`src/sv/hcp_pkg.sv`:
```
// Shared types, constants and helpers of the HSL colorize pixel pipeline.
`default_nettype none
package hcp_pkg;

	localparam int unsigned FRACTION_BITS_DEF = 16;

	// floor(2^32 / 60), used to divide by 60 through a multiply
	localparam logic [26:0] RECIP_60 = 27'd71582788;
	localparam int unsigned RECIP_SHIFT = 32;

	typedef struct packed {
		logic [7:0] alpha;
		logic [7:0] blue;
		logic [7:0] green;
		logic [7:0] red;
	} pix_t;

	typedef struct packed {
		logic [8:0] hue;
		logic [8:0] sat;
		logic [9:0] offset;
	} hsl_cfg_t;

	typedef enum logic [1:0] {
		CFG_INFLUENCE = 2'd0,
		CFG_HUE       = 2'd1,
		CFG_SATURATION = 2'd2,
		CFG_LIGHTNESS = 2'd3
	} cfg_idx_t;

	// weight of (q - p) in sixtieths for a channel hue in degrees
	function automatic logic [5:0] hue_weight(input logic [8:0] t);
		logic [8:0] dn;
		dn = 9'd240 - t;
		if (t < 9'd60) return t[5:0];
		else if (t < 9'd180) return 6'd60;
		else if (t < 9'd240) return dn[5:0];
		else return 6'd0;
	endfunction

endpackage
`default_nettype wire

```
`src/sv/hcp_blend.sv`:
```
// Re-premultiply and blend with the source pixel, two pipeline stages.
`default_nettype none
module hcp_blend import hcp_pkg::*; #(
	parameter int unsigned FRACTION_BITS = FRACTION_BITS_DEF
) (
	input  wire logic                   clk,
	input  wire logic                   arst_n,
	input  wire logic [8:0]             weight,
	input  wire logic                   in_valid,
	output logic                        in_ready,
	input  wire pix_t                   in_pix,
	input  wire logic [FRACTION_BITS:0] in_col [3],
	output logic                        out_valid,
	input  wire logic                   out_ready,
	output pix_t                        out_pix
);

	localparam int unsigned F  = FRACTION_BITS;
	localparam int unsigned NW = F + 18;

	logic v_s1, v_s2, ld1, ld2;
	pix_t          pix_s1, pix_s2;
	logic [F+8:0]  ca_s1 [3];
	logic [15:0]   cw_s1 [3];

	logic [8:0]    wn;
	logic [7:0]    src  [3];
	logic [NW-1:0] num  [3];
	logic [7:0]    byt  [3];

	assign ld2 = !v_s2 || out_ready;
	assign ld1 = !v_s1 || ld2;
	assign in_ready = ld1;

	assign wn = 9'd256 - weight;

	always_comb begin
		src[0] = in_pix.red;
		src[1] = in_pix.green;
		src[2] = in_pix.blue;
		for (int c = 0; c < 3; c++) begin
			num[c] = NW'(ca_s1[c]) * NW'(weight) + (NW'(cw_s1[c]) << F);
			byt[c] = (pix_s1.alpha == 8'd0) ? 8'd0 : num[c][F+15:F+8];
		end
	end

	always_ff @(posedge clk or negedge arst_n) begin
		if (!arst_n) begin
			v_s1 <= 1'b0;
			v_s2 <= 1'b0;
		end else begin
			if (ld1) v_s1 <= in_valid;
			if (ld2) v_s2 <= v_s1;
		end
	end

	always_ff @(posedge clk) begin
		if (ld1) begin
			pix_s1 <= in_pix;
			for (int c = 0; c < 3; c++) begin
				ca_s1[c] <= (F+9)'(in_col[c]) * (F+9)'(in_pix.alpha);
				cw_s1[c] <= 16'(src[c]) * 16'(wn);
			end
		end
		if (ld2) begin
			pix_s2.red   <= byt[0];
			pix_s2.green <= byt[1];
			pix_s2.blue  <= byt[2];
			pix_s2.alpha <= pix_s1.alpha;
		end
	end

	assign out_valid = v_s2;
	assign out_pix   = pix_s2;

endmodule
`default_nettype wire

```
`config.mk`:
```
export PLATFORM = sky130hd
export DESIGN_NAME = hcp_blend
export DESIGN_NICKNAME = d
export VERILOG_FILES = /design/src/sv/hcp_pkg.sv /design/src/sv/hcp_blend.sv
export SDC_FILE = /design/constraint.sdc
export NUM_CORES = 2
export LEC_CHECK = 0
export ABC_AREA = 1
export CAP_MARGIN = 25
export CORE_MARGIN = 4
export CORE_UTILIZATION = 45
export DETAILED_ROUTE_END_ITERATION = 6
export DONT_BUFFER_PORTS = 1
export GPL_TIMING_DRIVEN = 0
export PLACE_DENSITY = 0.59
export SLEW_MARGIN = 20
export SYNTH_ARGS = -nofsm -noshare
export SYNTH_HDL_FRONTEND = slang
export SYNTH_SLANG_ARGS = --single-unit
```
`constraint.sdc`:
```
create_clock -name clk -period 10.68 [get_ports clk]
set_input_delay 1.068 -clock clk [delete_from_list [all_inputs] [get_ports clk]]
set_output_delay 1.068 -clock clk [all_outputs]
set_load 0.05 [all_outputs]
```
-- Word level (Yosys, flattened, before mapping)
Memories as Yosys holds them, arrays and structs flattened.
Cells that the tools add are included.
W data, S select, Z words.
- word-level logic and storage cells: 29
- RAM bits: 123
- output and inout bits: 34
- memories: 2
- bits of input ports: 96
- bits in registers: 42
- add/sub/neg operators: 4
- reductions and logical operators: 5
- $mul: 9
- muxes and demuxes: 2
- memories (memory ; words ; bits a word ; rd ports ; clocked after memory_dff ; wr ports ; RTL line ; RTL):
    ca_s1 ; 3 ; 25 ; 3 ; 0 ; 3 ; hcp_blend.sv:23 ; logic [F+8:0] ca_s1 [3];
    cw_s1 ; 3 ; 16 ; 3 ; 0 ; 3 ; hcp_blend.sv:24 ; logic [15:0] cw_s1 [3];
- operators with widths (operator ; number):
    $add A32 B32 Y32 ; 3
    $mul A25 B9 Y32 ; 3
    $mul A17 B8 Y25 ; 3
    $mul A8 B9 Y16 ; 3
    $sub A9 B9 Y9 const A ; 1
    $logic_not A8 Y1 ; 1
    $logic_not A1 Y1 ; 2
    $logic_or A1 B1 Y1 ; 2
    $mux W1 ; 2

-- Logic depth before layout (Yosys ltp)
- word-level depth: 5
- gate-level depth with buffers: 29
- depth with buffers taken out: 25

-- Least setup slack after synthesis
OpenSTA, ideal clock, no wires.
- kind: input to register
- start point: in weight[0]
- end point: mem cw_s1[0][13] (data pin)
- path slack: 4.426 ns
- data arrival time: 5.995 ns
- required time: 10.420 ns
- cell stages on the path: 24
- buffers on the path: 4
- cell sequence: buf_2 clkbuf_1 clkbuf_1 inv_1 ha_1 nor3b_4 or2_2 nand2_1 clkbuf_1 nor2_1 fa_1 fa_1 inv_1 fa_1 fa_1 inv_1 ha_1 a21oi_1 o21ai_0 a21oi_1 nor2_1 nand2_1 nand2_1 xor2_1
- RTL lines (what ; RTL line ; RTL):
    start: declaration ; hcp_blend.sv:8 ; input wire logic [8:0] weight,
    end: declaration ; hcp_blend.sv:24 ;

==> run_results.csv <==
group,metric,value,unit
synthesis,synth_edf_count,163,
synthesis,synth_common_cells,"inv_1 (1761), nand2_1 (1624), fa_1 (918), ha_1 (400), nor2_1 (312)",
floorplan,core_area,104000,um^2
clocking,post_cts_buffers,0,
global_route,grt_max_degree,52,
global_route,grt_usage,26.1,%
floorplan,die_w,333,um
synthesis,yosys_warnings,0,
synthesis,synth_cells,6144,
clocking,cts_tree,"built",
timing,max_slew.worst_pin.slew,1.11,ns
routing,drt_first_iter_violations,2831,
synthesis,syn-cell-area,47500,um^2
clocking,h-tree-depth,4,
timing,post-route-period-util,73.1,%
global_route,grt_overflow,0,
synthesis,ys_types,42,
global_route,antenna_found_initial,7,
timing,relSlewSlack,26.1,%
clocking,cts_root_buf,"clkbuf_16",
global_route,grt_pass1_wl,224000,um
routing,first_pass_iters,5,
layout,fillers,10525,
setup_path,cp_max_fo,10,
setup_path,cp.required,10.97,ns
synthesis,ys_seq_area_share,10.4,%
clocking,clk_latency,0.54,ns
routing,drc_errors,0,
floorplan,die_area,111000,um^2
setup_path,critPathKind,"input pin to flop",
synthesis,synth-seq-cells,165,
timing,max_freq,0.128,GHz
clocking,clockBufferDepth,2,
synthesis,yosysTopAreaCell,"fa_1",
layout,area_growth_syn_to_layout,5.16,%
floorplan,chipHeight,333,um
timing,min_period,7.81,ns
timing,setup_tns,0,ns
floorplan,rows,118,
timing,rsz0062_at_grt,"no",
job,cap_violations,0,
routing,ant_nets,0,
layout,drive_above_1_share,1.93,%
global_route,grt_pass1_vias,39378,
synthesis,synth_most_common_cell,"inv_1",
floorplan,start_util,45.6,%
setup_path,cp.arrival,8.10,ns
floorplan,ioPinCount,130,
status,status,"complete, no violations",
routing,routed_wl,141000,um
clocking,clkTransAtPathRegs,0.08,ns
synthesis,async_reset_ff_share,1.21,%
timing,hold_viol,0,
layout,fin_nets,7581,
synthesis,synth_flop_cell,"edfxtp_1",
min_path,min_path_type,"input pin to async pin",
synthesis,yosys-top-cells-area,"fa_1 (39%), inv_1 (14%), nand2_1 (13%)",
synthesis,syn_avg_cell_area,7.73,um^2
routing,routedWlPerCell,18.6,um
clocking,cts_resized,0,
placed_design,gp_congestion,0.927,
synthesis,synth_top_cell_area_share,38.7,%
setup_path,end_kind,"flop",
clocking,cts-buffers-inserted,17,
setup_path,r2r_cells,19,
timing,setup_viol,0,
routing,viasPerCell,5.02,
clocking,hold_buffers,0,
setup_path,critPathLaunchType,"input pin",
placed_design,port_buffers,0,
synthesis,synth.net_count,7558,
timing,slew_viol_final,0,
routing,vias,37974,
clocking,cts.sinks,165,
timing,skew,0.0356,ns
placed_design,place_hpwl,119000,um
[cells by family (layout without fill, tap and decap cells)]
kind of cell / after synthesis / count (layout) / share of synthesized area (%)
AO/OA/AOI/OAI: 383 / 383 / 4.36
other: 0 / 4 / 0
buffers and inverters: 2036 / 2072 / 16.4
adder cells (fa/ha/maj): 1318 / 1318 / 49.2
AND/OR/NAND/NOR: 2126 / 2126 / 17.5
flip-flops: 165 / 165 / 10.4
XOR/XNOR: 116 / 116 / 2.14
[routing by layer]
layer | wire length [um] | share of wire [%] | up-vias | global-route usage, %
met1 | 61300 | 43 | 18734 | 36.4
met2 | 62900 | 45 | 1310 | 41.1
li1 | - | - | 17741 | -
met3 | 11400 | 8.1 | 187 | 5.04
met4 | 5390 | 3.8 | 2 | 8.90
met5 | 13 | 0.0092 | - | 0
[through the flow]
stage | area, um^2 | hold WS, ns | util (%) | setup slack, ns | cells
floorplan | 47500 | 0.427 | - | 4.43 | 6144
global placement | 49200 | 0.432 | 47.3 | 2.30 | 7524
detailed placement | 49300 | 0.434 | 47.4 | 2.34 | 7528
CTS | 49900 | 0.194 | 48.0 | 2.87 | 7560
global route | 49900 | 0.196 | 48.0 | 2.60 | 7560
finish | 49900 | 0.239 | 48.0 | 2.87 | 7564
[final cells by class]
type                       count  area, um^2  area share, %
antenna                        4        10.0         0.0200
buffer                       274        1150           2.31
clock buffer                  18         439          0.879
clock inverter                14         161          0.323
inverter                    1762        6610           13.2
multi-input combinational   3943       34800           69.7
sequential                   165        4940           9.90
tap                         1380        1730           3.46
timing repair buffer           4        93.8          0.188
[critical path: stages]
cell and delay (ns):
buf_2 0.37, clkbuf_1 0.86, clkbuf_1 0.57, inv_1 0.11, ha_1 0.25, nor3b_4 0.16
or2_2 0.28, nand2_1 0.32, clkbuf_1 0.60, nor2_1 0.13, fa_1 0.50, fa_1 0.55
inv_1 0.06, fa_1 0.46, fa_1 0.49, inv_1 0.04, ha_1 0.33, a21oi_1 0.21
o21ai_0 0.13, a21oi_1 0.21, nor2_1 0.06, nor2_1 0.11, xnor2_1 0.21
[cell usage in the layout (no fill, tap or decap), types with 3 or more instances in the layout]
cell / instances
fa_1: 918
nor4_1: 12
buf_1: 38
clkbuf_16: 17
clkinv_8: 4
a21oi_1: 210
diode_2: 4
xnor2_1: 51
a31oi_1: 13
inv_1: 1761
nor3_1: 26
a21boi_0: 3
clkbuf_1: 166
edfxtp_1: 163
buf_2: 15
nand2_1: 1623
nand4_1: 26
buf_6: 3
o21ai_0: 103
nor2_1: 312
buf_16: 3
a21o_1: 22
buf_4: 6
or2_2: 4
o21bai_1: 18
o211ai_1: 3
nand3_1: 111
o21ai_1: 3
inv_6: 3
ha_1: 400
xor2_1: 65
inv_8: 4
clkbuf_2: 46
[state kept, by name, indices dropped and copies added, names as in the netlist]
| register | count |
|---|---|
| pix_s1 | 8 |
| ca_s1 | 75 |
| cw_s1 | 48 |
| out_valid | 1 |
| out_pix | 32 |
| v_s1 | 1 |
[final timing paths]
kind	from	endpoint	slack [ns]
worst max-delay path	weight[0]	cw_s1[0][45]	2.87
worst min-delay path	arst_n	v_s1	0.24
worst max register to register	ca_s1[0][72]	out_pix[23]	4.84
worst min register to register	pix_s1[28]	out_pix[28]	0.46
max in group asynchronous	arst_n	out_valid	10.37
min in group clk	pix_s1[28]	out_pix[28]	0.46
Power is not shown: default switching activity piles up to over one toggle a cycle in this logic, so the estimate is an artifact.
