**config.mk**
```make
export PLATFORM = sky130hd
export DESIGN_NAME = hcp_unpremul
export DESIGN_NICKNAME = d
export VERILOG_FILES = /design/src/sv/hcp_pkg.sv /design/src/sv/hcp_unpremul.sv
export SDC_FILE = /design/constraint.sdc
export NUM_CORES = 1
export LEC_CHECK = 0
export ABC_AREA = 1
export BUFFER_PORTS_ARGS = -buffer_cell sky130_fd_sc_hd__clkbuf_2
export CAP_MARGIN = 5
export CORE_ASPECT_RATIO = 1.25
export CORE_MARGIN = 1.5
export CORE_UTILIZATION = 45
export DETAILED_ROUTE_END_ITERATION = 8
export GPL_ROUTABILITY_DRIVEN = 0
export PLACE_DENSITY = 0.75
export SLEW_MARGIN = 0
export SYNTH_ARGS = -nofsm -noshare
export SYNTH_HDL_FRONTEND = slang
export SYNTH_SLANG_ARGS = --single-unit
```
**constraint.sdc**
```tcl
create_clock -name clk -period 8.45 [get_ports clk]
set_input_delay 1.69 -clock clk [delete_from_list [all_inputs] [get_ports clk]]
set_output_delay 1.69 -clock clk [all_outputs]
set_load 0.02 [all_outputs]
```
**src/sv/hcp_pkg.sv**
```systemverilog
// Shared types, constants and helpers of the HSL colorize pixel pipeline.
`default_nettype none
package hcp_pkg;

	localparam int unsigned FRACTION_BITS_DEF = 16;

	// floor(2^32 / 60), used to divide by 60 through a multiply
	localparam logic [26:0] RECIP_60 = 27'd71582788;
	localparam int unsigned RECIP_SHIFT = 32;

	typedef struct packed {
		logic [7:0] alpha;
		logic [7:0] blue;
		logic [7:0] green;
		logic [7:0] red;
	} pix_t;

	typedef struct packed {
		logic [8:0] hue;
		logic [8:0] sat;
		logic [9:0] offset;
	} hsl_cfg_t;

	typedef enum logic [1:0] {
		CFG_INFLUENCE = 2'd0,
		CFG_HUE       = 2'd1,
		CFG_SATURATION = 2'd2,
		CFG_LIGHTNESS = 2'd3
	} cfg_idx_t;

	// weight of (q - p) in sixtieths for a channel hue in degrees
	function automatic logic [5:0] hue_weight(input logic [8:0] t);
		logic [8:0] dn;
		dn = 9'd240 - t;
		if (t < 9'd60) return t[5:0];
		else if (t < 9'd180) return 6'd60;
		else if (t < 9'd240) return dn[5:0];
		else return 6'd0;
	endfunction

endpackage
`default_nettype wire

```
**src/sv/hcp_unpremul.sv**
```systemverilog
// Unpremultiply pipeline: max/min channel divided by alpha, one quotient bit per stage.
`default_nettype none
module hcp_unpremul import hcp_pkg::*; #(
	parameter int unsigned FRACTION_BITS = FRACTION_BITS_DEF
) (
	input  wire logic                   clk,
	input  wire logic                   arst_n,
	input  wire logic                   in_valid,
	output logic                        in_ready,
	input  wire pix_t                   in_pix,
	output logic                        out_valid,
	input  wire logic                   out_ready,
	output pix_t                        out_pix,
	output logic [FRACTION_BITS:0]      out_umax,
	output logic [FRACTION_BITS:0]      out_umin
);

	localparam int unsigned F = FRACTION_BITS;
	localparam int unsigned N = F + 1;

	logic         v_s   [N];
	pix_t         pix_s [N];
	logic [7:0]   rmx_s [N];
	logic [7:0]   rmn_s [N];
	logic [F-1:0] qmx_s [N];
	logic [F-1:0] qmn_s [N];
	logic         cmx_s [N];
	logic         cmn_s [N];

	logic [N:0]   ld;
	logic [7:0]   mx, mn;
	logic         fmx, fmn;
	logic [7:0]   nrmx [N];
	logic [7:0]   nrmn [N];
	logic         bmx  [N];
	logic         bmn  [N];

	always_comb begin
		ld[N] = out_ready;
		for (int k = N - 1; k >= 0; k--) begin
			ld[k] = !v_s[k] || ld[k+1];
		end
	end
	assign in_ready = ld[0];

	always_comb begin
		mx = in_pix.red;
		if (in_pix.green > mx) mx = in_pix.green;
		if (in_pix.blue > mx) mx = in_pix.blue;
		mn = in_pix.red;
		if (in_pix.green < mn) mn = in_pix.green;
		if (in_pix.blue < mn) mn = in_pix.blue;
		// channel at or above alpha clamps to one
		fmx = mx >= in_pix.alpha;
		fmn = mn >= in_pix.alpha;
	end

	// restoring division step per stage; remainder stays below alpha
	always_comb begin
		logic [8:0] r2x, r2n, a9;
		nrmx[0] = '0;
		nrmn[0] = '0;
		bmx[0]  = 1'b0;
		bmn[0]  = 1'b0;
		for (int k = 1; k < N; k++) begin
			a9  = {1'b0, pix_s[k-1].alpha};
			r2x = {rmx_s[k-1], 1'b0};
			r2n = {rmn_s[k-1], 1'b0};
			bmx[k]  = r2x >= a9;
			bmn[k]  = r2n >= a9;
			nrmx[k] = bmx[k] ? 8'(r2x - a9) : r2x[7:0];
			nrmn[k] = bmn[k] ? 8'(r2n - a9) : r2n[7:0];
		end
	end

	always_ff @(posedge clk or negedge arst_n) begin
		if (!arst_n) begin
			for (int k = 0; k < N; k++) v_s[k] <= 1'b0;
		end else begin
			if (ld[0]) v_s[0] <= in_valid;
			for (int k = 1; k < N; k++) begin
				if (ld[k]) v_s[k] <= v_s[k-1];
			end
		end
	end

	always_ff @(posedge clk) begin
		if (ld[0]) begin
			pix_s[0] <= in_pix;
			rmx_s[0] <= fmx ? 8'd0 : mx;
			rmn_s[0] <= fmn ? 8'd0 : mn;
			qmx_s[0] <= '0;
			qmn_s[0] <= '0;
			cmx_s[0] <= fmx;
			cmn_s[0] <= fmn;
		end
		for (int k = 1; k < N; k++) begin
			if (ld[k]) begin
				pix_s[k] <= pix_s[k-1];
				rmx_s[k] <= nrmx[k];
				rmn_s[k] <= nrmn[k];
				qmx_s[k] <= {qmx_s[k-1][F-2:0], bmx[k]};
				qmn_s[k] <= {qmn_s[k-1][F-2:0], bmn[k]};
				cmx_s[k] <= cmx_s[k-1];
				cmn_s[k] <= cmn_s[k-1];
			end
		end
	end

	assign out_valid = v_s[N-1];
	assign out_pix   = pix_s[N-1];
	assign out_umax  = cmx_s[N-1] ? {1'b1, {F{1'b0}}} : {1'b0, qmx_s[N-1]};
	assign out_umin  = cmn_s[N-1] ? {1'b1, {F{1'b0}}} : {1'b0, qmn_s[N-1]};

endmodule
`default_nettype wire

```
== Word level (Yosys, flattened, before mapping) ==
Memories as Yosys holds them, arrays and structs flattened.
Index checks and enable logic that the tools add are counted.

* Bitwise operators: 0
* Shift-type cells: 0
* Divide/modulo/power cells: 0
* Magnitude comparators: 38
* Eq/ne operators: 0
* Mux-type cells: 74
* Multiply operators: 0
* $add $sub $neg: 32
* Reductions and logical operators: 34

{| class="wikitable"
|+ Operators with widths
! kind !! count
|-
| $mux 8 || 38
|-
| $ge 9x8->1 || 32
|-
| $sub 8x8->8 || 32
|-
| $mux 1 || 34
|-
| $mux 17 || 2
|-
| $logic_not 1->1 || 17
|-
| $logic_or 1x1->1 || 17
|-
| $ge 8x8->1 || 2
|-
| $gt 8x8->1 || 2
|-
| $lt 8x8->1 || 2
|}

* Bits of input ports: 36
* Bits in writable memories: 1394
* Bits in read-only memories: 0
* Bits in registers: 17
* Output and inout port bits: 68
* Memories kept: 7
* Latch bits: 0
* Word-level logic and storage cells: 202

{| class="wikitable"
|+ Memories
! memory !! depth !! width !! rd ports !! clocked after Yosys merged registers in !! wr ports !! RTL line !! source
|-
| pix_s || 17 || 32 || 17 || 0 || 17 || hcp_unpremul.sv:22 || <nowiki>pix_t pix_s [N];</nowiki>
|-
| qmn_s || 17 || 16 || 17 || 0 || 17 || hcp_unpremul.sv:26 || <nowiki>logic [F-1:0] qmn_s [N];</nowiki>
|-
| qmx_s || 17 || 16 || 17 || 0 || 17 || hcp_unpremul.sv:25 || <nowiki>logic [F-1:0] qmx_s [N];</nowiki>
|-
| rmn_s || 17 || 8 || 16 || 0 || 17 || hcp_unpremul.sv:24 || <nowiki>logic [7:0] rmn_s [N];</nowiki>
|-
| rmx_s || 17 || 8 || 16 || 0 || 17 || hcp_unpremul.sv:23 || <nowiki>logic [7:0] rmx_s [N];</nowiki>
|-
| cmn_s || 17 || 1 || 17 || 0 || 17 || hcp_unpremul.sv:28 || <nowiki>logic cmn_s [N];</nowiki>
|-
| +1 memories || n/a || n/a || n/a || n/a || n/a || n/a ||
|}

== Logic depth before layout (Yosys ltp) ==
* Depth in word-level cells: 20
* Gate-level depth with buffers: 31
* Depth with buffers taken out: 29

== Worst setup path before layout ==
Ideal clock, no wire load.

* Kind: input -> output
* Start point: input port out_ready
* End point: output port in_ready
* Cell stages on the path: 12
* Data arrival time: 7.264 ns
* Required time: 6.760 ns
* Buffers on the path: 0
* Setup slack: -0.504 ns
* Cell sequence: inv_1 nand2_2 nor2_4 nand2_4 nor2_4 nand3_4 nor2_4 nand4_4 nor2_4 nand4_4 nor2_4 nand3_2

* Longest elaborated chain between the ends: 17

{| class="wikitable"
|+ RTL lines
! element !! RTL line !! source
|-
| from (decl) || hcp_unpremul.sv:12 || <nowiki>input wire logic out_ready,</nowiki>
|-
| $logic_or 1x1->1 || hcp_unpremul.sv:41 || <nowiki>ld[k] = !v_s[k] || ld[k+1];</nowiki>
|-
| net ld[16] || hcp_unpremul.sv:30 || <nowiki>logic [N:0] ld;</nowiki>
|-
| $logic_or 1x1->1 (2 in a row) || hcp_unpremul.sv:41 ||
|-
| net ld[14] || hcp_unpremul.sv:30 ||
|-
| $logic_or 1x1->1 (3 in a row) || hcp_unpremul.sv:41 ||
|-
| net ld[11] || hcp_unpremul.sv:30 ||
|-
| $logic_or 1x1->1 (4 in a row) || hcp_unpremul.sv:41 ||
|-
| net ld[7] || hcp_unpremul.sv:30 ||
|-
| $logic_or 1x1->1 (4 in a row) || hcp_unpremul.sv:41 ||
|-
| net ld[3] || hcp_unpremul.sv:30 ||
|-
| $logic_or 1x1->1 (3 in a row) || hcp_unpremul.sv:41 ||
|-
| to (decl) || hcp_unpremul.sv:9 || <nowiki>output logic in_ready,</nowiki>
|}

The timed path passes the listed nets, and every way through them passes these cells.

== Final worst setup path ==
Same ends and word-level chain as after synthesis.

==> impl_results.md <==
* GRT overflow at 0
* Post-DRT Antenna Nets at 0
* Total track usage at 14.54%
* VDD IR-drop max at 0.0002137 V
* Synth Area per Inst at 13.94 sq um
* Drt wl/cell at 15.34 um
* Crit-path max cell delay at 0.55 ns
* Crit start category: input pin
* Worst flop-to-flop path startpoint: out_valid
* Synth Area in Compound Gates at 6.377%
* Post-CTS sizing at 0
* Worst hold slack at 0.3788 ns
* Die ar. at 108000 sq um
* P per Cell Area at 386.1 nW/um^2
* Ys async rst share at 1.514%
* Root buffer cell: clkbuf_16
* Synth Area in XOR/XNOR at 2.717%
* Worst Path Max Fanout at 66
* Fillers at 8574
* Synthesized flop and latch total at 1123
* Tightest Hold Check Type: reg -> reg
* Hpwl dp at 54700 um
* Placement Rows at 133
* DP Area at 49630 sq um
* Most used routing layer: met2
* First-pass GRT wire length at 125200 um
* Core Box Area at 105200 sq um
* Skew final at 0.05027 ns
* Final TNS setup at 0 ns
* Post-CTS setup buffers at 0
* CP Launch Point: out_ready
* Post-synthesis mux area share at 0%
* Critical path's top delay family: simple AND/OR/NAND/NOR gates
* CP cell instances: clkbuf_2 -> inv_1 -> nand2_4 -> nor2_4 -> nand2_4 -> nor2_4 -> nand3_4 -> nor2_4 -> nand4_4 -> buf_4 -> nor2_4 -> nand4_4 -> buf_4 -> nor2_4 -> nand3_4 -> clkbuf_2
* Nets at 3933
* GR Util met1 at 13.98%
* Final Cell Area at 52990 sq um
* Post-synthesis adder-cell area fraction at 8.942%
* CP Depth at 16
* Fmax at 146.7 MHz
* Tot Pwr at 20460 uW
* Starting DRT DRC Count at 1223
* Data required time of the worst path at 6.76 ns
* Clock Path Buffers at 3
* Post-synth EDFFs at 1106
* Die Y at 367.1 um
* CTS buffer count at 102
* Met3 global-route usage at 2.245%
* Main combinational cell family by area after synthesis: adder cells
* Vias/cell at 4.866
* CP bufs+invs at 5
* Final hold viol count at 0
* Critical-path top delay cell: nand3_4
* Clock sink count at 1123
* Outcome: completed
* RSZ-0062 raised after global routing: no
* Max-cap violation count at 0
* Layout cells sized above 1 at 9.111%
* Yosys cell types at 41
* Largest net degree at the start of global routing at 75
* Via count at 24680
* Critical path class: in -> out
* Initial antenna violation count at 0
* Arrival @ worst endpoint at 5.12 ns
* Initial core utilization at 45.37%
* CP endpoint: in_ready
* Multi-input combinational cell area at 12030 sq um
* Finished Layout Cells at 5072
* Clock Latency Late Sink at 0.70 ns
* H-tree levels at 3
* Most common cell on crit path: nor2_4
* DRC at 0
* Part of the cycle the worst path needs at 80.65%
* Flop2flop setup slack at 4.42 ns
* Top_reg_cell synth: edfxtp_1
* Met2 usage at 29.29%
* Worst slew pin tran at 1.156 ns
* Clk pin slew, worst setup/hold paths at 0.06 ns
* Tmin final at 6.815 ns
* Reg2reg end: pix_s[0][58]
* Simple-gate portion of the synthesized area at 7.122%
* Cell leakage power at 0.02127 uW
* Drt total wl at 77820 um
* Post-Syn Nets at 3781
* Final setup vio count at 0
* Die width at 294.3 um
* # IOs at 104
* CTS tree: done
* Max-slew violations at 0
* Vias in the first global route at 25645
* Ant diodes at 0
* Post-synthesis sequential area ratio at 70.50%
* Worst setup EP type: primary output
* Synth Instances at 3422
* Input/output buffers at 103
* Synth warn at 0
* Drt first pass iters at 5
* Inst Count DP at 4887
* Mapped cell area at 47710 sq um
* # hold bufs at CTS at 0
* Rel. slew slack at 22.67%
* Worst R2R Path Depth at 13
* Synth-to-layout area growth at 11.06%
* Register Area at 33640 sq um
-- sequential cells by signal, indices dropped and copies added, names as in the netlist --
register,count
out_valid,1
qmn_s,136
cmn_s,17
v_s,16
rmn_s,128
pix_s,544
qmx_s,136
cmx_s,17
rmx_s,128
-- synthesized netlist by cell type, drive strengths merged (2+ instances only) --
master   number  share of area, %
edfxtp     1106                70
nand2       475               3.8
inv         417               3.3
o21ai       318               3.3
ha          293               7.7
a21oi       173               2.3
nor2        162               1.4
xnor2        78               1.4
xor2         70               1.3
buf          65               1.0
nand3        63              0.70
nor3         43              0.45
a21o         33              0.52
fa           30               1.3
nand4        26              0.40
dfrtp        17              0.89
or2          13              0.17
or3          13              0.17
a31oi         8              0.10
and2          5             0.066
clkbuf        5             0.042
a211o         2             0.037
a211oi        2             0.042
o2111ai       2             0.037
-- routing by layer --
| metal | vias to the layer above | share of wire (%) | wire length (um) |
|---|---|---|---|
| met3 | 194 | 2.8 | 2151 |
| met5 | - | 0 | 0 |
| li1 | 12354 | - | - |
| met4 | 0 | 4.1 | 3194 |
| met2 | 416 | 58 | 44790 |
| met1 | 11716 | 36 | 27680 |
-- cell type report --
| class | instances | share of cell area [%] |
|---|---|---|
| clock inverter | 65 | 1.355 |
| multi-input combinational | 1812 | 22.70 |
| inverter | 417 | 2.954 |
| timing repair buffer | 118 | 1.185 |
| tap | 1417 | 3.346 |
| sequential | 1123 | 63.48 |
| clock buffer | 120 | 4.985 |
-- cells in the final DEF (no fill, tap or decap), types with 17 or more instances in the layout --
cell type and count:
edfxtp_1 1106, nand2_1 465, inv_1 410, o21ai_0 293
ha_1 293, nor2_1 157, a21oi_1 144, clkbuf_16 103
clkbuf_2 103, xnor2_1 78, xor2_1 70, nand3_1 61
nor3_1 43, a21o_1 33, fa_1 30, o21ai_1 24
nand4_1 24, clkinv_1 23, clkinv_2 20, clkbuf_1 17
dfrtp_1 17
-- worst min-delay path by stage --
stage	start	end	slack, ns	depth (start not counted)
2_1_floorplan	cmn_s[0][9]	cmn_s[0][10]	0.40	0
3_3_place_gp	pix_s[0][309]	pix_s[0][341]	0.40	0
3_5_place_dp	cmx_s[0][8]	cmx_s[0][9]	0.40	0
4_1_cts	qmn_s[0][163]	qmn_s[0][180]	0.37	0
5_1_grt	cmx_s[0][15]	cmx_s[0][16]	0.38	0
6_report	qmn_s[0][163]	qmn_s[0][180]	0.38	0
-- stage by stage --
stage	util [%]	worst slack [ns]
floorplan	-	0.1269
global placement	47.19	1.758
detailed placement	47.19	1.620
CTS	50.38	1.517
global route	50.38	1.278
finish	50.38	1.635
-- logic make-up after synthesis --
| group | after synthesis |
|---|---|
| XOR/XNOR | 148 |
| buffers and inverters | 487 |
| flip-flops | 1123 |
| AO/OA/AOI/OAI | 539 |
| AND/OR/NAND/NOR | 802 |
| adder cells (fa/ha/maj) | 323 |
-- power by group --
part	switching [uW]	internal (uW)	leakage, uW
sequential	792	8900	0.0116
clock	1990	2590	0.00164
combinational	3880	2310	0.00808
total	6660	13800	0.0213
No activity file was read; power rests on OpenSTA's default activity.
