==> config.mk <==
export PLATFORM = sky130hd
export DESIGN_NAME = hcp_hsl
export DESIGN_NICKNAME = d
export VERILOG_FILES = /design/src/sv/hcp_pkg.sv /design/src/sv/hcp_hsl.sv
export SDC_FILE = /design/constraint.sdc
export NUM_CORES = 2
export LEC_CHECK = 0
export BUFFER_PORTS_ARGS = -buffer_cell sky130_fd_sc_hd__buf_2
export CORE_UTILIZATION = 58
export CTS_CLUSTER_SIZE = 14
export DETAILED_ROUTE_END_ITERATION = 7
export GPL_TIMING_DRIVEN = 0
export PLACE_DENSITY = 0.84
export SLEW_MARGIN = 20
export SYNTH_ARGS = -nofsm -noshare
export SYNTH_HDL_FRONTEND = slang
export SYNTH_SLANG_ARGS = --single-unit
==> constraint.sdc <==
create_clock -name clk -period 7.1 [get_ports clk]
set_clock_uncertainty 0.2 [all_clocks]
set_input_delay 0.71 -clock clk [delete_from_list [all_inputs] [get_ports clk]]
set_output_delay 0.71 -clock clk [all_outputs]
set_load 0.03 [all_outputs]
==> src/sv/hcp_pkg.sv <==
// Shared types, constants and helpers of the HSL colorize pixel pipeline.
`default_nettype none
package hcp_pkg;

	localparam int unsigned FRACTION_BITS_DEF = 16;

	// floor(2^32 / 60), used to divide by 60 through a multiply
	localparam logic [26:0] RECIP_60 = 27'd71582788;
	localparam int unsigned RECIP_SHIFT = 32;

	typedef struct packed {
		logic [7:0] alpha;
		logic [7:0] blue;
		logic [7:0] green;
		logic [7:0] red;
	} pix_t;

	typedef struct packed {
		logic [8:0] hue;
		logic [8:0] sat;
		logic [9:0] offset;
	} hsl_cfg_t;

	typedef enum logic [1:0] {
		CFG_INFLUENCE = 2'd0,
		CFG_HUE       = 2'd1,
		CFG_SATURATION = 2'd2,
		CFG_LIGHTNESS = 2'd3
	} cfg_idx_t;

	// weight of (q - p) in sixtieths for a channel hue in degrees
	function automatic logic [5:0] hue_weight(input logic [8:0] t);
		logic [8:0] dn;
		dn = 9'd240 - t;
		if (t < 9'd60) return t[5:0];
		else if (t < 9'd180) return 6'd60;
		else if (t < 9'd240) return dn[5:0];
		else return 6'd0;
	endfunction

endpackage
`default_nettype wire

==> src/sv/hcp_hsl.sv <==
// Lightness shift and HSL-to-RGB rebuild, six pipeline stages.
`default_nettype none
module hcp_hsl import hcp_pkg::*; #(
	parameter int unsigned FRACTION_BITS = FRACTION_BITS_DEF
) (
	input  wire logic                   clk,
	input  wire logic                   arst_n,
	input  wire hsl_cfg_t               cfg,
	input  wire logic                   in_valid,
	output logic                        in_ready,
	input  wire pix_t                   in_pix,
	input  wire logic [FRACTION_BITS:0] in_umax,
	input  wire logic [FRACTION_BITS:0] in_umin,
	output logic                        out_valid,
	input  wire logic                   out_ready,
	output pix_t                        out_pix,
	output logic [FRACTION_BITS:0]      out_col [3]
);

	localparam int unsigned F  = FRACTION_BITS;
	localparam int unsigned XW = F + 7;
	localparam int unsigned YW = XW + 27;

	logic v_s1, v_s2, v_s3, v_s4, v_s5, v_s6;
	logic ld1, ld2, ld3, ld4, ld5, ld6;

	pix_t pix_s1, pix_s2, pix_s3, pix_s4, pix_s5, pix_s6;
	logic [F:0]    l_s1;
	logic [F:0]    l_s2, q_s2;
	logic [F:0]    p_s3, d_s3;
	logic [5:0]    k_s3 [3];
	logic [F:0]    p_s4;
	logic [XW-1:0] x_s4 [3];
	logic [F:0]    p_s5;
	logic [XW-1:0] x_s5 [3];
	logic [YW-1:0] y_s5 [3];
	logic [F:0]    c_s6 [3];

	assign ld6 = !v_s6 || out_ready;
	assign ld5 = !v_s5 || ld6;
	assign ld4 = !v_s4 || ld5;
	assign ld3 = !v_s3 || ld4;
	assign ld2 = !v_s2 || ld3;
	assign ld1 = !v_s1 || ld2;
	assign in_ready = ld1;

	// stage 1: lightness plus offset, clamped to [0, one]
	logic [F+1:0]        lsum;
	logic signed [F+2:0] lsh, offs;
	logic [F:0]          lcl;
	always_comb begin
		lsum = (F+2)'(in_umax) + (F+2)'(in_umin);
		offs = {cfg.offset[9], cfg.offset, {(F-8){1'b0}}};
		lsh  = $signed({2'b00, lsum[F+1:1]}) + offs;
		if (lsh[F+2]) lcl = '0;
		else if (lsh > $signed((F+3)'(1) <<< F)) lcl = {1'b1, {F{1'b0}}};
		else lcl = lsh[F:0];
	end

	// stage 2: q from lightness and saturation
	logic [F+9:0] ls_prod;
	logic [F+1:0] ls_t, s_fix, qv;
	always_comb begin
		ls_prod = (F+10)'(l_s1) * (F+10)'(cfg.sat);
		ls_t    = ls_prod[F+9:8];
		s_fix   = (F+2)'(cfg.sat) << (F-8);
		if (l_s1[F:F-1] == 2'b00) qv = (F+2)'(l_s1) + ls_t;
		else qv = (F+2)'(l_s1) + s_fix - ls_t;
	end

	// stage 3: p, spread and channel weights
	logic signed [F+2:0] pv;
	logic [F:0]          pcl;
	logic [8:0]          hr, hb, hr0;
	logic [9:0]          hb0;
	always_comb begin
		pv  = $signed({1'b0, l_s2, 1'b0}) - $signed({2'b00, q_s2});
		pcl = pv[F+2] ? '0 : pv[F:0];
		hr0 = cfg.hue + 9'd120;
		hb0 = 10'(cfg.hue) + 10'd240;
		hr  = (hr0 >= 9'd360) ? 9'(hr0 - 9'd360) : hr0;
		hb  = (hb0 >= 10'd360) ? 9'(hb0 - 10'd360) : hb0[8:0];
	end

	// stage 6: reciprocal quotient with one correction step
	logic [F:0]    q0   [3];
	logic [XW-1:0] rem6 [3];
	always_comb begin
		for (int c = 0; c < 3; c++) begin
			q0[c]   = y_s5[c][RECIP_SHIFT +: F+1];
			rem6[c] = x_s5[c] - (XW'({q0[c], 6'b0}) - XW'({q0[c], 2'b0}));
		end
	end

	always_ff @(posedge clk or negedge arst_n) begin
		if (!arst_n) begin
			v_s1 <= 1'b0;
			v_s2 <= 1'b0;
			v_s3 <= 1'b0;
			v_s4 <= 1'b0;
			v_s5 <= 1'b0;
			v_s6 <= 1'b0;
		end else begin
			if (ld1) v_s1 <= in_valid;
			if (ld2) v_s2 <= v_s1;
			if (ld3) v_s3 <= v_s2;
			if (ld4) v_s4 <= v_s3;
			if (ld5) v_s5 <= v_s4;
			if (ld6) v_s6 <= v_s5;
		end
	end

	always_ff @(posedge clk) begin
		if (ld1) begin
			pix_s1 <= in_pix;
			l_s1   <= lcl;
		end
		if (ld2) begin
			pix_s2 <= pix_s1;
			l_s2   <= l_s1;
			q_s2   <= qv[F:0];
		end
		if (ld3) begin
			pix_s3  <= pix_s2;
			p_s3    <= pcl;
			d_s3    <= q_s2 - pcl;
			k_s3[0] <= hue_weight(hr);
			k_s3[1] <= hue_weight(cfg.hue);
			k_s3[2] <= hue_weight(hb);
		end
		if (ld4) begin
			pix_s4 <= pix_s3;
			p_s4   <= p_s3;
			for (int c = 0; c < 3; c++) x_s4[c] <= XW'(d_s3) * XW'(k_s3[c]);
		end
		if (ld5) begin
			pix_s5 <= pix_s4;
			p_s5   <= p_s4;
			for (int c = 0; c < 3; c++) begin
				x_s5[c] <= x_s4[c];
				y_s5[c] <= YW'(x_s4[c]) * YW'(RECIP_60);
			end
		end
		if (ld6) begin
			pix_s6 <= pix_s5;
			for (int c = 0; c < 3; c++) begin
				c_s6[c] <= p_s5 + q0[c] + (F+1)'(rem6[c] >= XW'(60));
			end
		end
	end

	assign out_valid = v_s6;
	assign out_pix   = pix_s6;
	assign out_col   = c_s6;

endmodule
`default_nettype wire

[Yosys cells after proc, flatten, opt, wreduce, memory -nomap -nowiden]
Memory sizes are Yosys's and may differ from the RTL's.
Index checks and enable logic that the tools add are counted.
Operators by class
  add/sub/neg operators: 26
  multipliers: 7
  magnitude comparators: 15
  muxes and demuxes: 23
  reductions and logical operators: 14
Operators by type and width (number)
  23-bit by 25-bit multiplier with 48-bit output (second input constant): 3
  17-bit adder: 5
  6-bit two-way mux: 12
  23-bit by 6-bit greater-or-equal comparator with 1-bit output (second input constant): 3
  17-bit by 6-bit multiplier with 23-bit output: 3
  23-bit by 19-bit subtractor with 23-bit output: 3
  23-bit subtractor: 3
  9-bit by 8-bit less-than comparator with 1-bit output (second input constant): 6
  17-bit by 1-bit adder with 17-bit output: 3
  17-bit two-way mux: 3
  17-bit subtractor: 2
  9-bit by 6-bit less-than comparator with 1-bit output (second input constant): 3
  17-bit by 9-bit multiplier with 25-bit output: 1
  18-bit by 18-bit adder with 19-bit output: 1
  19-bit by 18-bit greater-than comparator with 1-bit output (second input constant): 1
  18-bit by 17-bit subtractor with 19-bit output: 1
  17-bit by 17-bit adder with 18-bit output: 1
  9-bit two-way mux: 2
  6-bit subtractor (first input constant): 3
  9-bit subtractor (second input constant): 2
  9-bit by 8-bit adder with 10-bit output (second input constant): 1
  10-bit by 9-bit greater-or-equal comparator with 1-bit output (second input constant): 1
  9-bit by 7-bit adder with 9-bit output (second input constant): 1
  9-bit greater-or-equal comparator (second input constant): 1
  other kinds (5): 20
Storage, ports and cells
  bits in registers: 368
  memory bits (writable): 300
  output and inout port bits: 85
  logic and storage cells: 130
  memories kept: 4
Memory list
  y_s5: words 3, bits a word 48, rd ports 3, clocked after memory_dff 0, write ports 3, line hcp_hsl.sv:36  | logic [YW-1:0] y_s5 [3];
  x_s4: words 3, bits a word 23, rd ports 3, clocked after memory_dff 0, write ports 3, line hcp_hsl.sv:33  | logic [XW-1:0] x_s4 [3];
  x_s5: words 3, bits a word 23, rd ports 3, clocked after memory_dff 0, write ports 3, line hcp_hsl.sv:35  | logic [XW-1:0] x_s5 [3];
  k_s3: words 3, bits a word 6, rd ports 3, clocked after memory_dff 0, write ports 3, line hcp_hsl.sv:31  | logic [5:0] k_s3 [3];

[Logic depth before layout (Yosys ltp)]
  depth in word-level cells: 8
  depth in mapped cells: 34
  depth with buffers taken out: 33

[Worst setup path after synthesis]
OpenSTA, ideal clock, no wires.
  kind: input-to-reg
  start point: input port cfg[12] in the netlist's numbering
  end point: register q_s2[16] (data pin)
  library setup time: 0.259 ns
  arrival: 7.615 ns
  data required time: 6.641 ns
  slack: -0.974 ns
  stages: 34
  buffers on the path: 2
  path through: clkbuf_1 -> clkbuf_1 -> nand2_1 -> fa_1 -> inv_1 -> fa_1 -> inv_1 -> fa_1 -> inv_1 -> fa_1 -> ha_1 -> o21ai_0 -> nand2b_1 -> and3_1 -> a311o_1 -> a21oi_1 -> nor2b_1 -> nor2_1 -> nor2b_1 -> nor2_1 -> xnor2_1 -> inv_1 -> fa_1 -> ha_1 -> a21o_1 -> a21oi_1 -> o22ai_1 -> a21o_1 -> o41ai_1 -> o21ai_0 -> xnor2_1 -> o21ai_0 -> xnor2_1 -> xnor2_1
Between the ends
  word-level cells in the longest chain between the ends: 3
RTL lines
  start: declaration: line hcp_hsl.sv:8  | input wire hsl_cfg_t cfg,
  17-bit by 9-bit multiplier with 25-bit output or 17-bit adder (tied branches): line hcp_hsl.sv:64, hcp_hsl.sv:68
  17-bit subtractor or 17-bit adder (tied branches): line hcp_hsl.sv:68, hcp_hsl.sv:67
  17-bit two-way mux (*): line hcp_hsl.sv:67  | if (l_s1[F:F-1] == 2'b00) qv = (F+2)'(l_s1) + ls_t;
  net qv[16]: line hcp_hsl.sv:62  | logic [F+1:0] ls_t, s_fix, qv;
  end signal: assignment: line hcp_hsl.sv:121  | q_s2 <= qv[F:0];
  end: declaration: line hcp_hsl.sv:29  | logic [F:0] l_s2, q_s2;
The timed path passes the listed nets; every way through them passes the cells marked *.
A chain may end at the register's enable or synchronous reset.

[Worst setup path after layout]
  start point: input port cfg[15] in the netlist's numbering
  end point: register q_s2[16] (data pin)
The elaborated chain is that of the path after synthesis.

==> flow_summary.toml <==
[timing]
setup_viol = 6
finalCriticalPeriod_ns = 7.57
worst_pin_slew_ns = 1.00
fin_crit_sh_pct = 107
hold_viol_final = 0
relSlewSlack_pct = 32.9
holdWs_ns = 0.0302
rsz0062_at_grt = "yes"
finalWorstSetupSlack_ns = -0.473
max_freq_ghz = 0.132
slew_viol_final = 0

[cells_and_area]
ff_latch_area_sq_um = 17100
finalNonFillerCells = 6641
multi_input_area_sq_um = 33200
fin_area_sq_um = 59700
mostFrequentLayoutCell = "inv_1"
nets = 6778
area_growth_pct = 11.7
final_cell_mix = "887 x inv_1, 753 x ha_1, 566 x edfxtp_1"
layout-drive-gt1-share_pct = 9.63
n_fill_cell = 6374

[outcome]
violations = "setup timing"
status = "finished, violations left"

[logic_synthesis]
ys_types = 86
ys_seq_area_share_pct = 32.1
ys_warn_count = 0
ys_ff_latch = 572
synth_edf_count = 566
async_flop_share_pct = 1.05
netlist_area_sq_um = 53400
syn_avg_cell_area_sq_um = 10.6
synthCells = 5061
syn_nets = 6422
ys.flop_type = "edfxtp_1"

[clock_tree]
clock_latency_ns = 0.68
clk_path_buf_depth = 3
cts_tree = "built"
cts_made_buffers = 57
clock_sinks = 572
cts_root_buf = "clkbuf_16"
cts.clk_slew.worst_paths_ns = 0.07
h-tree-depth = 2

[die]
pin_count = 183
core_sq_um = 90700
initial_utilization_pct = 58.9
die_x_um = 306
die_area_sq_um = 93300
die_y_um = 306
rows = 110

[critical_path]
worstSetupPathType = "in -> reg"
slowest_stage = "fa_1"
cp_common_cell = "fa_1"
crit_fanout = 10
crit_path_max_incr_delay_ns = 0.55
worst_setup_path_start_kind = "input port"
cp-end-kind = "flop"
worstPathRequired_ns = 7.29
arrival_ns = 7.76

[drt]
via_count = 38429
avgViaCountPerCell = 5.79
remaining_drc_errors = 0
avgRoutedWirePerCell_um = 19.3
drt-initial-drc-count = 2937
first_pass_iters = 6
ant_nets = 0
wl_um = 128000

[global_route]
grt_pass1_vias = 39361
grt_max_degree = 63
grt_usage_pct = 27.1
grt.overflow.total = 0
grt_pass1_wl_um = 201000
antenna_found_initial = 5

[worst_hold_path]
min_path_type = "in -> reg"

[place]
port_buffers = 179
post-dp-hpwl_um = 96100
dp.cells = 6425
place.gp.congestion = 0.943
post_dp_cell_area_sq_um = 56300

[run]
cap_viol_max_count = 0
## through the flow
step           setup TNS (ns)  setup slack (ns)  utilization, %
6_report                -1.21            -0.473            65.8
5_1_grt                 -2.10            -0.698            65.8
4_1_cts                -0.174            -0.109            65.3
3_5_place_dp            -5.76             -1.25            62.0
3_3_place_gp          -383.36             -2.59            61.8
2_1_floorplan          -0.324            -0.324               -
## area by class of cell
| class | count | share of cell area, % |
|---|---|---|
| inverters | 896 | 5.64 |
| flip-flops and latches | 572 | 28.7 |
| repair buffers | 297 | 3.46 |
| clock inverters | 34 | 0.723 |
| multi-input cells | 3498 | 55.7 |
| diodes | 2 | 0.00838 |
| well taps | 1176 | 2.46 |
| plain buffers | 95 | 0.826 |
| clock buffers | 71 | 2.51 |
## synthesized netlist by cell type, drive strengths merged, types with 24 or more instances
| cell type | instances | share of area (%) |
|---|---|---|
| ha | 770 | 18 |
| nor3 | 79 | 0.74 |
| xnor2 | 182 | 3.0 |
| o21ai | 171 | 1.6 |
| and2 | 161 | 1.9 |
| a21oi | 215 | 2.0 |
| nand4 | 24 | 0.28 |
| nand3 | 56 | 0.52 |
| fa | 493 | 18 |
| o21a | 34 | 0.48 |
| xor2 | 69 | 1.1 |
| edfxtp | 566 | 32 |
| inv | 896 | 6.3 |
| a21o | 67 | 0.94 |
| nor2b | 57 | 0.67 |
| nor2 | 222 | 1.6 |
| o21bai | 44 | 0.62 |
| a211oi | 25 | 0.37 |
| nand2b | 45 | 0.53 |
| clkbuf | 91 | 0.64 |
| nand2 | 472 | 3.3 |
## sequential cells by signal, summed over array words and instances (netlist names), 32 cells and up
name,flops
out_col,51
y_s5,51
x_s5,66
pix_s5,32
pix_s3,32
pix_s2,32
pix_s1,32
x_s4,69
out_pix,32
pix_s4,32
## logic make-up after synthesis
kind of cell	synth area share, %
AO/OA/AOI/OAI	9.30
XOR/XNOR	4.13
adder cells (fa/ha/maj)	36.6
buffers and inverters	6.98
flip-flops	32.1
multiplexers	0.328
other	0.00702
AND/OR/NAND/NOR	10.6
## metal layers
metal / track usage, % / vias to the layer above / part of all wire (%)
met2: 46.8 / 1553 / 49
met1: 33.6 / 18685 / 40
met5: 0 / - / 0.020
met3: 3.81 / 420 / 6.4
met4: 12.3 / 4 / 5.1
li1: - / 17767 / -
## final timing paths
path                                  startpoint               endpoint  cells past startpoint  slack [ns]
max                                      cfg[15]     q_s2[16]$_DFFE_PP_                     32       -0.47
min                                   in_pix[22]   pix_s1[22]$_DFFE_PP_                      1        0.03
max reg2reg                l_s1[4]$_SDFFCE_PP0P_     q_s2[16]$_DFFE_PP_                     30       -0.45
min reg2reg                    p_s4[9]$_DFFE_PP_      p_s5[9]$_DFFE_PP_                      0        0.22
max in group asynchronous                 arst_n  out_valid$_DFFE_PN0P_                      2        6.37
min in group asynchronous                 arst_n       v_s1$_DFFE_PN0P_                      2        0.17
## timing repair
action | CTS | global route
pin swaps | 68 | 24
hold buffers | 30 | 0
resized for setup | 66 | 84
setup buffers | 66 | 16
endpoints found under the hold margin | 35 | 0
endpoints found under the setup margin | 9 | 31
## critical path, delay by kind of cell
kind / cells / cell delay, ns
compound gates: 9 / 1.74
xor+xnor: 4 / 0.60
fa+ha+maj: 7 / 2.99
buf+inv: 7 / 1.18
simple gates: 5 / 0.52
Power is not shown: default switching activity piles up to over one toggle a cycle in this logic, so the estimate is an artifact.
